## src/rtl/kfs_ram.sv

```systemverilog
// Generic single-write, single-read RAM with registered read data.
// No dependencies.
`default_nettype none
module kfs_ram #(
    parameter int WIDTH = 32,
    parameter int DEPTH = 64
) (
    input  wire logic                     i_clk,
    input  wire logic                     i_we,
    input  wire logic [$clog2(DEPTH)-1:0] i_waddr,
    input  wire logic [WIDTH-1:0]         i_wdata,
    input  wire logic [$clog2(DEPTH)-1:0] i_raddr,
    output      logic [WIDTH-1:0]         o_rdata
);
    logic [WIDTH-1:0] r_mem [DEPTH];

    always_ff @(posedge i_clk) begin
        if (i_we) begin
            r_mem[i_waddr] <= i_wdata;
        end
        o_rdata <= r_mem[i_raddr];
    end
endmodule
`default_nettype wire
```

## config.mk

```make
export PLATFORM = sky130hd
export DESIGN_NAME = kfs_ram
export DESIGN_NICKNAME = d
export VERILOG_FILES = /design/src/rtl/kfs_ram.sv
export SDC_FILE = /design/constraint.sdc
export NUM_CORES = 2
export LEC_CHECK = 0
export BUFFER_PORTS_ARGS = -buffer_cell sky130_fd_sc_hd__buf_2
export CORE_UTILIZATION = 55
export CTS_BUF_LIST = sky130_fd_sc_hd__clkbuf_4 sky130_fd_sc_hd__clkbuf_8 sky130_fd_sc_hd__clkbuf_16
export DETAILED_ROUTE_END_ITERATION = 8
export GPL_TIMING_DRIVEN = 0
export PLACE_DENSITY = 0.79
export SYNTH_ARGS = -nofsm -noshare
export SYNTH_HDL_FRONTEND = slang
export SYNTH_SLANG_ARGS = --single-unit
```

## constraint.sdc

```tcl
create_clock -name i_clk -period 3.6 [get_ports i_clk]
set_input_delay 0.72 -clock i_clk [delete_from_list [all_inputs] [get_ports i_clk]]
set_output_delay 0.72 -clock i_clk [all_outputs]
set_load 0.01 [all_outputs]
```

=== After elaboration in Yosys (flattened, before gate mapping) ===
Memory sizes are Yosys's and may differ from the RTL's. A register that Yosys moved wholly into a read port is not among the register bits.
Index checks and enable logic that the tools add are counted.

* Output and inout port bits: 32
* Word-level logic and storage cells: 3
* Memories kept: 1
* Memory bits (writable): 2,048
* Register bits: 0
* Input port bits: 46

{| class="wikitable"
|+ Memory list
! name !! depth !! width !! rd ports !! clocked after Yosys merged registers in !! wr ports !! line !! source
|-
| r_mem || 64 || 32 || 1 || 1 || 1 || 15 || <nowiki>logic [WIDTH-1:0] r_mem [DEPTH];</nowiki>
|}

* Muxes and demuxes: 2

{| class="wikitable"
|+ Operator list
! cell !! count
|-
| 2-to-1 mux 1 bit || 2
|}

=== Longest topological paths before layout ===
* Depth after elaboration: 2
* Depth in mapped cells: 10
* Mapped depth without buffers: 5

=== Least setup slack after synthesis ===
Ideal clock, no wire load.

* Kind: input to register
* Start: input i_waddr[3]
* End: memory r_mem[48][0] (enable)
* Required time: 3.139 ns
* Stages on the path: 4
* Setup slack: -0.280 ns
* Path buffers: 1
* Data arrival time: 3.419 ns
* Library setup time: 0.461 ns
* Cells stage by stage: clkbuf_1 > nor2b_1 > nand4b_1 > nor3_1

{| class="wikitable"
|+ RTL lines
! what !! line !! source
|-
| start: declaration || 10 || <nowiki>input wire logic [$clog2(DEPTH)-1:0] i_waddr,</nowiki>
|-
| end: declaration || 15 ||
|}

No word-level cell before the write port.

==> results_dict.tcl <==
set metrics [dict create \
    outcome "finished with violations" \
    violations "setup timing" \
    cts_hold_buf 0 \
    layout-drive-gt1-share_pct 31.3 \
    nFillCells 8637 \
    htree_num_levels 4 \
    relSlewSlack_pct 0.663 \
    setup_viol 14 \
    ys_ff_latch 2080 \
    yosysSeqAreaShare_pct 79.1 \
    clock_latency_ns 0.86 \
    rsz0062_at_grt "yes" \
    nets 3722 \
    hold_start "i_raddr[4]" \
    clockBufferDepth 3 \
    crit_type "in -> reg" \
    grt_antenna_before_repair 20 \
    drc 0 \
    fmax_ghz 0.243 \
    synthArstFlopShare_pct 0 \
    core_sq_um 142000 \
    avgSynthCellArea_sq_um 23.6 \
    yosysTopAreaCellShare_pct 78.3 \
    r2r_start "r_mem[14][29]" \
    rows 138 \
    r2r_cells 4 \
    die_h_um 380 \
    hold-worst-slack_ns 0.649 \
    cts_tree "done" \
    crit_slowest_cell "clkbuf_1" \
    yosysMostFrequentCell "edfxtp_1" \
    die-area_sq_um 144000 \
    power_leakage_nw 28.2 \
    fin_crit_ns 4.12 \
    multi_input_area_sq_um 16000 \
    numClockSinks 2080 \
    crit_arrival_ns 4.73 \
    crit_buf_inv 3 \
    skew_ns 0.0443 \
    seqCellArea_sq_um 62100 \
    yosysUniqueCellTypes 34 \
    path_clk_slew_ns 0.06 \
    syn_nets 3370 \
    reg2reg_setup_slack_ns 0.82 \
    critPathMaxStageDelay_ns 1.10 \
    reg2reg_to "o_rdata[29]" \
    synthFlopType "edfxtp_1" \
    cp-end-kind "flip-flop" \
    die_x_um 380 \
    grt_pass1_vias 42300 \
    port_buffers 69 \
    syn_area_sq_um 78500 \
    worst_pin_slew_ns 1.49 \
    synth_edf_count 2048 \
    drt-pass1-iter-count 8 \
    fin_setup_tns_ns -1.45 \
    dp_slack_ns -1.16 \
    cp_cell_sequence "buf_2, buf_2, clkbuf_1, mux4_2, mux4_2, o22ai_1, nor2_1" \
    antenna_left 0 \
    grt-ovfl-total 0 \
    cp-start-kind "primary input" \
    start_util_pct 55.5 \
    ys_warn_count 0 \
    wl_per_cell_um 43.8 \
    grt_max_degree 65 \
    post-cts-setup-buffers 0 \
    powerDensity_nw_per_um2 564 \
    avgViaCountPerCell 7.47 \
    synthTopCellsByArea "edfxtp_1 (78%), mux4_2 (16%), mux2i_1 (1.2%), dfxtp_1 (0.82%), o22ai_1 (0.67%)" \
    grt_pass1_wl_um 339000 \
    setup_ws_ns -0.523 \
    crit_path_max_fanout 10 \
    synth_commonest_cells "edfxtp_1 (2,048), mux4_2 (544), nor2_1 (137)" \
    whs_endpoint "o_rdata[0]" \
    hp-class "in -> reg" \
    vias 42800 \
    cts_resized 13 \
    finalHoldViolCount 0 \
    drv_slew 0 \
    vdd_drop_max_uv 491 \
    crit_family "buffers and inverters" \
    pin_count 78 \
    fin_crit_sh_pct 115 \
    drtIter0Drc 9040 \
    hold-path-cell-count 6 \
    post-dp-hpwl_um 147000 \
    required_ns 4.20 \
    grt_usage_pct 34.9 \
    cts-buffers-inserted 192 \
    gp_congestion 0.887 \
    maxCapViolCount 0 \
    synthCells 3324 \
    wl_um 251000 \
    synth_top_area_cell "edfxtp_1" \
    cts_root_buf "clkbuf_16" \
    syn_to_final_growth_pct 14.8 \
]
[per-stage QoR]
stage	area [sq um]	total power, mW	cells	utilization (%)
detailed placement	83600	30.1	5371	59.1
CTS	90100	50.6	5728	63.6
floorplan	78500	28.7	3324	-
global placement	81200	29.9	5283	57.4
finish	90200	50.8	5737	63.7
global route	90200	51.6	5729	63.7
[state kept, by name (all words and copies together) (netlist names)]
name	cells
r_mem	2048
o_rdata	32
[how the worst max path moves through the flow]
| stage | cells past startpoint | slack (ns) | start | end |
|---|---|---|---|---|
| after floorplan | 4 | 0.23 | i_waddr[5] | r_mem[39][0] |
| after global placement | 4 | -2.32 | i_waddr[2] | r_mem[21][21] |
| after detailed placement | 7 | -1.16 | i_raddr[1] | o_rdata[18] |
| after CTS | 7 | 0.04 | i_raddr[1] | o_rdata[29] |
| after global routing | 7 | -0.14 | i_raddr[1] | o_rdata[29] |
| final | 7 | -0.52 | i_raddr[1] | o_rdata[29] |
[logic make-up after synthesis]
logic type | Yosys count | synth area share [%]
DFF | 2080 | 79.1
muxes | 637 | 16.8
and+or+nand+nor | 223 | 1.27
AOI/OAI and AO/OA | 202 | 1.67
buffers and inverters | 182 | 1.13
[layout make-up]
class | count | area share (%)
Clock inverter | 111 | 1.23
Antenna cell | 8 | 0.0222
Multi-Input combinational cell | 1062 | 17.8
Timing Repair Buffer | 158 | 2.50
Buffer | 182 | 1.04
Sequential cell | 2080 | 68.9
Clock buffer | 246 | 5.92
Tap cell | 1890 | 2.62
[power breakdown]
| group | switching [mW] | internal [mW] |
|---|---|---|
| clock | 9.20 | 11.9 |
| sequential | 0.0645 | 26.8 |
| combinational | 1.94 | 0.919 |
| total | 11.2 | 39.6 |
[metal layers]
metal	track usage [%]	vias to the layer above	wire length, um	share of wire (%)
li1	-	15000	-	-
met2	52.4	5017	113000	45
met1	43.2	21600	76200	30
met5	0	-	86	0.034
met4	22.9	12	20500	8.2
met3	12.4	1189	41500	17
[cell usage in the layout, fill, tap and decap left out, types with 4 or more instances in the layout]
cell type  instances
inv_6              6
buf_1             15
mux2i_1           93
a21oi_2            6
a311oi_1           8
a21oi_1           56
clkbuf_4          40
clkinv_1          36
a22oi_1           12
nand2_1           26
clkbuf_2          12
clkinv_2          39
o221ai_1          27
nor2b_1           15
clkbuf_8          10
o22ai_1           83
o32ai_1            4
buf_6              5
nor2_1            75
buf_8              4
buf_4             25
buf_12            65
bufinv_16         19
and3_1             4
nor3_1             5
nand3b_1           5
buf_16            20
nand2b_1           8
edfxtp_1        2048
nor2_4            62
diode_2            8
dfxtp_1           32
clkinv_8           5
nand3_1            5
clkbuf_1          63
mux4_2           544
buf_2            126
a41o_1             4
clkbuf_16        196
[tightest hold or removal path, stage by stage]
cell,delay [ns]
buf_2,0.14
nand2b_1,0.13
o221ai_1,0.10
a21oi_1,0.07
a21oi_1,0.11
nor2_1,0.12
No activity file was read; power rests on OpenSTA's default activity.
